## src/rtl/adc_reading_scaler_top_macros.svh

```systemverilog
// Assertion macros for the ADC reading scaler RTL, used by its divider.
// Expects clk_i and rst_ni in the scope of each use; no other dependencies.
`ifndef ADC_READING_SCALER_TOP_MACROS_SVH
`define ADC_READING_SCALER_TOP_MACROS_SVH

`ifndef SYNTHESIS

`define ADC_RS_ASSERT(lbl, expr, msg) \
  lbl: assert property (@(posedge clk_i) disable iff (!rst_ni) (expr)) else $error(msg);

`define ADC_RS_ASSERT_IMP(lbl, ante, cons, msg) \
  lbl: assert property (@(posedge clk_i) disable iff (!rst_ni) (ante) |-> cons) \
    else $error(msg);

`else

`define ADC_RS_ASSERT(lbl, expr, msg)

`define ADC_RS_ASSERT_IMP(lbl, ante, cons, msg)

`endif

`endif

```

## src/rtl/adc_rs_pkg.sv

```systemverilog
// Package for the ADC reading scaler: widths, constants, channel kinds and
// the sideband struct that travels down the pipeline. No dependencies.
`default_nettype none

package adc_rs_pkg;

  localparam int unsigned ADC_BITS = 12;
  localparam int unsigned ADC_FULL = 1 << ADC_BITS;

  localparam int unsigned BYTE_W   = 8;
  localparam int unsigned RAW_W    = 2 * BYTE_W;
  localparam int unsigned RAWX_W   = 3 * BYTE_W;
  localparam int unsigned CLAMP_W  = ADC_BITS + 1;

  localparam int unsigned VREF_MV  = 2500;
  localparam int unsigned VREF_W   = 12;
  localparam int unsigned PROD_W   = CLAMP_W + VREF_W;

  localparam int unsigned DIV_W    = 16;
  localparam int unsigned SUM_W    = DIV_W + 1;
  localparam int unsigned OFFS_W   = 16;
  localparam int unsigned OUT_W    = 30;

  localparam int unsigned DIVIDEND_W = VREF_W + SUM_W;
  localparam int unsigned DIV_STAGES = DIVIDEND_W;
  localparam int unsigned QUOT_MAX   = VREF_MV * (2 ** DIV_W);

  localparam logic [RAW_W-1:0] TEMP_WRAP_LIMIT = 16'h8000;
  localparam logic [OUT_W-1:0] TEMP_WRAP_SUB   = 30'h0000_FFFF;

  typedef enum logic [1:0] {
    KIND_TEMP = 2'd0,
    KIND_VOLT = 2'd1,
    KIND_RAW  = 2'd2
  } kind_e;

  typedef struct packed {
    logic               is_raw;
    logic [OUT_W-1:0]   pass_val;
    logic [OFFS_W-1:0]  offset;
  } side_t;

endpackage

`default_nettype wire

```

## src/rtl/adc_rs_front.sv

```systemverilog
// Front end of the ADC reading scaler: byte assembly, kind decode, clamp and
// reference scaling, then the divider-ratio multiply. Uses adc_rs_pkg.
`default_nettype none

module adc_rs_front
  import adc_rs_pkg::*;
(
  input  wire logic                  clk_i,
  input  wire logic                  rst_ni,
  input  wire logic                  vld_i,
  input  wire logic                  device_is_v3_i,
  input  wire logic [BYTE_W-1:0]     byte_low_i,
  input  wire logic [BYTE_W-1:0]     byte_mid_i,
  input  wire logic [BYTE_W-1:0]     byte_high_i,
  input  wire logic [1:0]            channel_kind_i,
  input  wire logic [DIV_W-1:0]      divider_top_i,
  input  wire logic [DIV_W-1:0]      divider_bottom_i,
  input  wire logic [OFFS_W-1:0]     voltage_offset_i,
  output logic                       vld_o,
  output logic [DIVIDEND_W-1:0]      dividend_o,
  output logic [DIV_W-1:0]           divisor_o,
  output side_t                      side_o
);

  logic [RAW_W-1:0]   raw16;
  logic [RAWX_W-1:0]  raw24;
  logic [CLAMP_W-1:0] clamped;
  logic [PROD_W-1:0]  prod;
  logic               div_en;
  side_t              side_d;

  logic [VREF_W-1:0]  volt_d, volt_q;
  logic [SUM_W-1:0]   sum_d, sum_q;
  logic [DIV_W-1:0]   bot_d, bot_q;
  side_t              side1_q;
  logic               vld1_q;

  logic [DIVIDEND_W-1:0] dividend_d, dividend_q;
  logic [DIV_W-1:0]      bot2_q;
  side_t                 side2_q;
  logic                  vld2_q;

  // Stage 1: assemble the reading and scale a raw voltage to millivolts.
  always_comb begin
    raw16   = {byte_mid_i, byte_low_i};
    raw24   = {byte_high_i, byte_mid_i, byte_low_i};
    clamped = ({1'b0, raw16} > 17'(ADC_FULL)) ? CLAMP_W'(ADC_FULL) : CLAMP_W'(raw16);
    prod    = PROD_W'(clamped) * PROD_W'(VREF_MV);
    volt_d  = VREF_W'(prod >> ADC_BITS);

    side_d.offset = voltage_offset_i;
    side_d.is_raw = (kind_e'(channel_kind_i) == KIND_RAW);
    case (kind_e'(channel_kind_i))
      KIND_TEMP: begin
        if (raw16 > TEMP_WRAP_LIMIT) begin
          side_d.pass_val = OUT_W'(raw16) - TEMP_WRAP_SUB;
        end else begin
          side_d.pass_val = OUT_W'(raw16);
        end
      end
      KIND_VOLT: begin
        side_d.pass_val = device_is_v3_i ? OUT_W'(raw16) : OUT_W'(raw24);
      end
      default: begin
        side_d.pass_val = OUT_W'(raw16);
      end
    endcase

    // An incomplete divider pair turns the ratio into 1/1.
    div_en = (divider_top_i != '0) && (divider_bottom_i != '0);
    sum_d  = div_en ? (SUM_W'(divider_top_i) + SUM_W'(divider_bottom_i)) : SUM_W'(1);
    bot_d  = div_en ? divider_bottom_i : DIV_W'(1);
  end

  // Stage 2: numerator of the divider ratio.
  always_comb begin
    dividend_d = DIVIDEND_W'(volt_q) * DIVIDEND_W'(sum_q);
  end

  always_ff @(posedge clk_i or negedge rst_ni) begin
    if (!rst_ni) begin
      vld1_q <= 1'b0;
      vld2_q <= 1'b0;
    end else begin
      vld1_q <= vld_i;
      vld2_q <= vld1_q;
    end
  end

  always_ff @(posedge clk_i) begin
    volt_q     <= volt_d;
    sum_q      <= sum_d;
    bot_q      <= bot_d;
    side1_q    <= side_d;
    dividend_q <= dividend_d;
    bot2_q     <= bot_q;
    side2_q    <= side1_q;
  end

  assign vld_o      = vld2_q;
  assign dividend_o = dividend_q;
  assign divisor_o  = bot2_q;
  assign side_o     = side2_q;

endmodule

`default_nettype wire

```

## src/rtl/adc_rs_div.sv

```systemverilog
// Pipelined restoring divider of the ADC reading scaler: one quotient bit per
// stage, sideband carried alongside. Uses adc_rs_pkg and the assertion macros.
`default_nettype none

`include "adc_reading_scaler_top_macros.svh"

module adc_rs_div
  import adc_rs_pkg::*;
(
  input  wire logic                  clk_i,
  input  wire logic                  rst_ni,
  input  wire logic                  vld_i,
  input  wire logic [DIVIDEND_W-1:0] dividend_i,
  input  wire logic [DIV_W-1:0]      divisor_i,
  input  wire side_t                 side_i,
  output logic                       vld_o,
  output logic [DIVIDEND_W-1:0]      quot_o,
  output side_t                      side_o
);

  logic                  vld_q  [1:DIV_STAGES];
  logic [DIV_W-1:0]      rem_q  [1:DIV_STAGES];
  logic [DIVIDEND_W-1:0] dq_q   [1:DIV_STAGES];
  logic [DIV_W-1:0]      dvs_q  [1:DIV_STAGES];
  side_t                 side_q [1:DIV_STAGES];

  logic                  vld_in  [0:DIV_STAGES-1];
  logic [DIV_W-1:0]      rem_in  [0:DIV_STAGES-1];
  logic [DIVIDEND_W-1:0] dq_in   [0:DIV_STAGES-1];
  logic [DIV_W-1:0]      dvs_in  [0:DIV_STAGES-1];
  side_t                 side_in [0:DIV_STAGES-1];

  for (genvar i = 0; i < DIV_STAGES; i++) begin : g_stage
    logic [DIV_W:0]   trial;
    logic             ge;
    logic [DIV_W-1:0] rem_nx;

    if (i == 0) begin : g_first
      assign vld_in[i]  = vld_i;
      assign rem_in[i]  = '0;
      assign dq_in[i]   = dividend_i;
      assign dvs_in[i]  = divisor_i;
      assign side_in[i] = side_i;
    end else begin : g_next
      assign vld_in[i]  = vld_q[i];
      assign rem_in[i]  = rem_q[i];
      assign dq_in[i]   = dq_q[i];
      assign dvs_in[i]  = dvs_q[i];
      assign side_in[i] = side_q[i];
    end

    // The dividend register shifts its top bit into the partial remainder
    // and takes the new quotient bit in at the bottom.
    always_comb begin
      trial  = {rem_in[i], dq_in[i][DIVIDEND_W-1]};
      ge     = (trial >= {1'b0, dvs_in[i]});
      rem_nx = ge ? DIV_W'(trial - {1'b0, dvs_in[i]}) : DIV_W'(trial);
    end

    always_ff @(posedge clk_i or negedge rst_ni) begin
      if (!rst_ni) begin
        vld_q[i+1] <= 1'b0;
      end else begin
        vld_q[i+1] <= vld_in[i];
      end
    end

    always_ff @(posedge clk_i) begin
      rem_q[i+1]  <= rem_nx;
      dq_q[i+1]   <= {dq_in[i][DIVIDEND_W-2:0], ge};
      dvs_q[i+1]  <= dvs_in[i];
      side_q[i+1] <= side_in[i];
    end
  end

  assign vld_o  = vld_q[DIV_STAGES];
  assign quot_o = dq_q[DIV_STAGES];
  assign side_o = side_q[DIV_STAGES];

  `ADC_RS_ASSERT_IMP(a_div_latency, vld_i, ##DIV_STAGES vld_o, "divider lost an item")
  `ADC_RS_ASSERT_IMP(a_div_rem_bound, vld_o, (rem_q[DIV_STAGES] < dvs_q[DIV_STAGES]),
                     "final remainder not below divisor")
  `ADC_RS_ASSERT_IMP(a_div_quot_bound, vld_o && side_o.is_raw, (quot_o <= QUOT_MAX),
                     "scaled voltage exceeds its possible range")

endmodule

`default_nettype wire

```

## src/rtl/adc_reading_scaler_top.sv

```systemverilog
// Top level of the ADC reading scaler: configuration register, front end,
// pipelined divider and offset stage. Uses adc_rs_pkg, adc_rs_front, adc_rs_div.
`default_nettype none

// Usage:
// Pulse start_i with the raw bytes, channel kind, divider pair and offset on
// the input ports; busy_o is always low, so an item is taken in every cycle
// that start_i is high. Exactly one result per item appears on
// converted_value_o for one cycle, marked by done_o, in the order the items
// were taken. Each item passes two front stages (assembly and reference
// scaling, then the ratio multiply), 29 divider stages that each resolve
// one quotient bit and one output stage that adds the offset or passes the
// value through; done_o rises when that output stage takes the result.
// Throughput is one item per cycle.
// The device_is_v3 register is written through cfg_valid_i with its value on
// device_is_v3_i; cfg_ready_o is always high. Write it only while no item
// is in flight. Reset clears the register to 0 and drops every item in the
// pipeline. The receiver must take each result in its strobe cycle.

module adc_reading_scaler_top
  import adc_rs_pkg::*;
(
  input  wire logic              clk_i,
  input  wire logic              rst_ni,
  input  wire logic              start_i,
  output logic                   busy_o,
  input  wire logic [BYTE_W-1:0] byte_low_i,
  input  wire logic [BYTE_W-1:0] byte_mid_i,
  input  wire logic [BYTE_W-1:0] byte_high_i,
  input  wire logic [1:0]        channel_kind_i,
  input  wire logic [DIV_W-1:0]  divider_top_i,
  input  wire logic [DIV_W-1:0]  divider_bottom_i,
  input  wire logic [OFFS_W-1:0] voltage_offset_i,
  input  wire logic              cfg_valid_i,
  output logic                   cfg_ready_o,
  input  wire logic              device_is_v3_i,
  output logic                   done_o,
  output logic signed [OUT_W-1:0] converted_value_o
);

  logic dev_v3_d, dev_v3_q;

  logic                  fr_vld;
  logic [DIVIDEND_W-1:0] fr_dividend;
  logic [DIV_W-1:0]      fr_divisor;
  side_t                 fr_side;

  logic                  dv_vld;
  logic [DIVIDEND_W-1:0] dv_quot;
  side_t                 dv_side;

  logic [OUT_W-1:0] result_d, result_q;
  logic             done_q;

  assign busy_o      = 1'b0;
  assign cfg_ready_o = 1'b1;

  always_comb begin
    dev_v3_d = dev_v3_q;
    if (cfg_valid_i && cfg_ready_o) begin
      dev_v3_d = device_is_v3_i;
    end
  end

  adc_rs_front u_front (
    .clk_i            (clk_i),
    .rst_ni           (rst_ni),
    .vld_i            (start_i && !busy_o),
    .device_is_v3_i   (dev_v3_q),
    .byte_low_i       (byte_low_i),
    .byte_mid_i       (byte_mid_i),
    .byte_high_i      (byte_high_i),
    .channel_kind_i   (channel_kind_i),
    .divider_top_i    (divider_top_i),
    .divider_bottom_i (divider_bottom_i),
    .voltage_offset_i (voltage_offset_i),
    .vld_o            (fr_vld),
    .dividend_o       (fr_dividend),
    .divisor_o        (fr_divisor),
    .side_o           (fr_side)
  );

  adc_rs_div u_div (
    .clk_i      (clk_i),
    .rst_ni     (rst_ni),
    .vld_i      (fr_vld),
    .dividend_i (fr_dividend),
    .divisor_i  (fr_divisor),
    .side_i     (fr_side),
    .vld_o      (dv_vld),
    .quot_o     (dv_quot),
    .side_o     (dv_side)
  );

  always_comb begin
    if (dv_side.is_raw) begin
      result_d = OUT_W'(dv_quot) + OUT_W'(dv_side.offset);
    end else begin
      result_d = dv_side.pass_val;
    end
  end

  always_ff @(posedge clk_i or negedge rst_ni) begin
    if (!rst_ni) begin
      dev_v3_q <= 1'b0;
      done_q   <= 1'b0;
    end else begin
      dev_v3_q <= dev_v3_d;
      done_q   <= dv_vld;
    end
  end

  always_ff @(posedge clk_i) begin
    result_q <= result_d;
  end

  assign done_o            = done_q;
  assign converted_value_o = result_q;

endmodule

`default_nettype wire
```

## config.mk

```make
export PLATFORM = sky130hd
export DESIGN_NAME = adc_reading_scaler_top
export DESIGN_NICKNAME = d
export VERILOG_FILES = /design/src/rtl/adc_rs_pkg.sv /design/src/rtl/adc_rs_front.sv /design/src/rtl/adc_rs_div.sv /design/src/rtl/adc_reading_scaler_top.sv
export VERILOG_INCLUDE_DIRS = /design/src /design/src/rtl
export SDC_FILE = /design/constraint.sdc
export NUM_CORES = 2
export LEC_CHECK = 0
export ABC_AREA = 1
export BUFFER_PORTS_ARGS = -buffer_cell sky130_fd_sc_hd__buf_2
export CORE_MARGIN = 4
export CORE_UTILIZATION = 62
export DETAILED_ROUTE_END_ITERATION = 6
export PLACE_DENSITY_LB_ADDON = 0.05
export SYNTH_ARGS = -nofsm -noshare
export SYNTH_HDL_FRONTEND = slang
export SYNTH_HIERARCHICAL = 1
export SYNTH_SLANG_ARGS = --single-unit
```

## constraint.sdc

```tcl
create_clock -name clk_i -period 6.84 [get_ports clk_i]
set_input_delay 1.026 -clock clk_i [delete_from_list [all_inputs] [get_ports clk_i]]
set_output_delay 1.026 -clock clk_i [all_outputs]
set_load 0.02 [all_outputs]
```

==> results.py <==
metrics = {
    "run_status": {
        "outcome": "finished, violations left",
        "violations": "DRC",
    },
    "floorplan": {
        "num_rows": 158,
        "die-area_um2": 195000,
        "start_util_pct": 62.7,
        "die_h_um": 442,
        "ios": 112,
        "core_um2": 186000,
        "die_x_um": 442,
    },
    "drt": {
        "wire_per_inst_um": 17.8,
        "viasPerCell": 5.11,
        "wirelength_um": 284000,
        "drtIter0Drc": 6953,
        "firstDrtPassIters": 7,
        "drcViolationCount": 85,
        "vias": 81200,
        "ant_nets": 0,
    },
    "setup_path": {
        "crit_buf_inv": 4,
        "rr_startpoint": "u_front/volt_q[6]$_DFF_P_",
        "cp_top_family": "adder cells",
        "path_common_cell": "fa_1",
        "endpoint_kind": "flip-flop",
        "crit_chain": "nand2_1 -> fa_1 -> inv_1 -> fa_1 -> fa_1 -> fa_1 -> inv_1 -> fa_1 -> inv_1 -> ha_1 -> nand2_1 -> inv_1 -> nand2_1 -> nor3_1 -> nand4_1 -> nand3_1 -> a21oi_1 -> xor2_1",
        "cp-start-kind": "flip-flop",
        "setup.worst_path.start": "u_front/volt_q[6]$_DFF_P_",
        "r2r-end": "u_front/dividend_o[25]$_DFF_P_",
        "crit_path_max_incr_delay_ns": 0.88,
        "rr_worst_depth": 18,
        "slowest_stage": "dfxtp_1",
        "required_ns": 7.58,
        "reg2reg_slack_ns": 1.41,
        "critPathMaxFanout": 17,
        "crit_type": "reg2reg",
        "worst_ep_arrival_time_ns": 6.17,
    },
    "synth": {
        "ys_ff_latch": 3337,
        "yosysTopAreaCell": "dfxtp_1",
        "synth_common_cells": "3,896 x nand2_1, 3,304 x dfxtp_1, 2,224 x inv_1",
        "yosys.area_share.simple_pct": 20.6,
        "synth_fp_nets": 13800,
        "synthTopCellsByArea": "dfxtp_1 57%, nand2_1 13%, inv_1 7.2%",
        "yosys.area_share.xor_xnor_pct": 1.67,
        "ys_seq_area_share_pct": 57.4,
        "synth_edf_count": 0,
        "synthMuxAreaShare_pct": 0.00965,
        "syn_inst": 12900,
        "synth.most_common_cell": "nand2_1",
        "synth_top_area_share_pct": 56.7,
        "syn_avg_cell_area_um2": 9.04,
        "synth_top_family_by_area": "simple AND/OR/NAND/NOR gates",
        "synth_warnings": 6,
        "ys_types": 60,
        "synthAdderAreaFrac_pct": 10.0,
        "async_reset_ff_share_pct": 0.989,
        "ys.flop_type": "dfxtp_1",
        "synthesis.area_um2": 117000,
        "synth-compound-area-share_pct": 2.31,
    },
    "clock_network": {
        "cts_made_buffers": 316,
        "clk_pin_slew_ns": 0.06,
        "clockBufferDepth": 4,
        "clkLatencyLatePin_ns": 0.93,
        "h-tree-depth": 5,
        "root_buffer": "clkbuf_16",
        "cts.sinks": 3337,
        "postCtsHoldBufs": 0,
        "cts_resized": 0,
        "cts_setup_buffers": 0,
        "cts_tree": "built",
    },
    "place": {
        "pre_cts_ws_ns": 0.707,
        "dp_cells": 15400,
        "gp_congestion": 0.924,
        "port_buffers": 109,
        "placed_cell_area_um2": 119000,
        "dp_hpwl_um": 200000,
    },
    "flow_run": {
        "drv_cap": 0,
    },
    "grt": {
        "track_usage_pct": 28.4,
        "grt_pass1_vias": 81500,
        "grt_max_degree": 34,
        "grt_pass1_wl_um": 444000,
        "overflow": 0,
        "grt_antenna_before_repair": 13,
    },
    "min_path": {
        "hold_path.class": "in2async",
    },
    "layout": {
        "ff_latch_area_um2": 67000,
        "syn_to_final_growth_pct": 11.3,
        "finalInstanceArea_um2": 130000,
        "nFillCells": 13700,
        "final_layout_size_suffix_gt1_share_pct": 6.08,
        "fin_nets": 14100,
        "multi_input_comb_area_um2": 40400,
        "fin_cells": 15900,
    },
    "timing": {
        "rsz0062_at_grt": "false",
        "drv_slew": 0,
        "period_needed_ns": 5.43,
        "finalSetupViolations": 0,
        "clock_skew_ns": 0.0846,
        "finalCritPeriodShare_pct": 79.4,
        "hold_viol": 0,
        "relSlewSlack_pct": 29.1,
        "clock.fmax_ghz": 0.184,
        "setup_slack_ns": 1.41,
        "worst_pin_slew_ns": 1.06,
        "timing.setup.tns_ns": 0,
    },
    "power_and_ir_drop": {
        "p_leak_nw": 68.0,
        "pwr_density_cell_nw_per_um2": 502,
        "power.total_mw": 65.3,
        "peakVddDrop_mv": 0.685,
    },
}
==> per-layer routing <==
| metal | vias to the layer above | GRT usage [%] | part of all wire, % |
|---|---|---|---|
| li1 | 39900 | - | - |
| met1 | 37400 | 34.1 | 40 |
| met2 | 2991 | 49.8 | 49 |
| met3 | 951 | 4.63 | 5.9 |
| met4 | 8 | 13.4 | 5.2 |
| met5 | - | 0 | 0.017 |
==> area by class of cell <==
cell class | instances | share of cell area [%]
antenna | 10 | 0.0193
tap | 2480 | 2.39
inverter | 2243 | 6.48
multi-input combinational | 7183 | 31.1
sequential | 3337 | 51.5
clock buffer | 412 | 6.82
clock inverter | 132 | 1.25
timing repair buffer | 113 | 0.443
==> logic make-up after synthesis <==
| family | count (synthesis) |
|---|---|
| simple gates | 5667 |
| flops | 3337 |
| buf+inv | 2394 |
| fa+ha+maj | 812 |
| compound gates | 479 |
| xor+xnor | 222 |
| other cells | 2 |
| mux | 1 |
==> registers in the layout (all words and copies together) (netlist names) <==
name	count
u_div/rem_q	448
u_front/bot_q	16
done_o	1
u_front/volt_q	12
u_front/side1_q	42
u_front/side_o	42
u_front/divisor_o	16
u_div/vld_in	28
u_front/vld1_q	1
u_div/vld_o	1
u_front/dividend_o	29
u_div/dvs_q	448
u_front/sum_q	17
u_div/side_q	1363
u_front/vld_o	1
converted_value_o	30
u_div/dq_q	841
dev_v3_q	1
==> how the worst max path moves through the flow <==
| stage | end | slack [ns] | depth (start not counted) |
|---|---|---|---|
| floorplan | u_front/volt_q[11]$_DFF_P_ | 1.41 | 26 |
| detailed placement | u_front/volt_q[11]$_DFF_P_ | 0.71 | 24 |
| global placement | u_front/volt_q[11]$_DFF_P_ | 0.53 | 27 |
| global route | u_front/dividend_o[25]$_DFF_P_ | 1.17 | 18 |
| finish | u_front/dividend_o[25]$_DFF_P_ | 1.41 | 18 |
| CTS | u_front/dividend_o[25]$_DFF_P_ | 1.45 | 18 |
==> where the power goes <==
group | internal, mW | switching (mW)
combinational | 7.74 | 14.5
clock | 10.3 | 7.38
sequential | 23.2 | 2.14
total | 41.2 | 24.0
==> metrics by stage <==
step | hold WS [ns] | utilization, %
2_1_floorplan | 0.310 | -
3_3_place_gp | 0.310 | 64.1
3_5_place_dp | 0.312 | 64.1
4_1_cts | 0.104 | 69.8
5_1_grt | 0.158 | 69.8
6_report | 0.160 | 69.8
==> cell usage in the layout, fill, tap and decap left out, types with 46 or more instances in the layout <==
cell type and instances:
a21oi_1 325, buf_2 109, clkbuf_16 318, clkbuf_8 55
clkinv_2 46, dfxtp_1 3304, fa_1 202, ha_1 610
inv_1 2224, nand2_1 3896, nand2_2 60, nand3_1 811
nand3b_1 74, nand4_1 135, nor2_1 432, nor3_1 83
xnor2_1 48, xor2_1 174
Power figures use the tool's default switching activity.
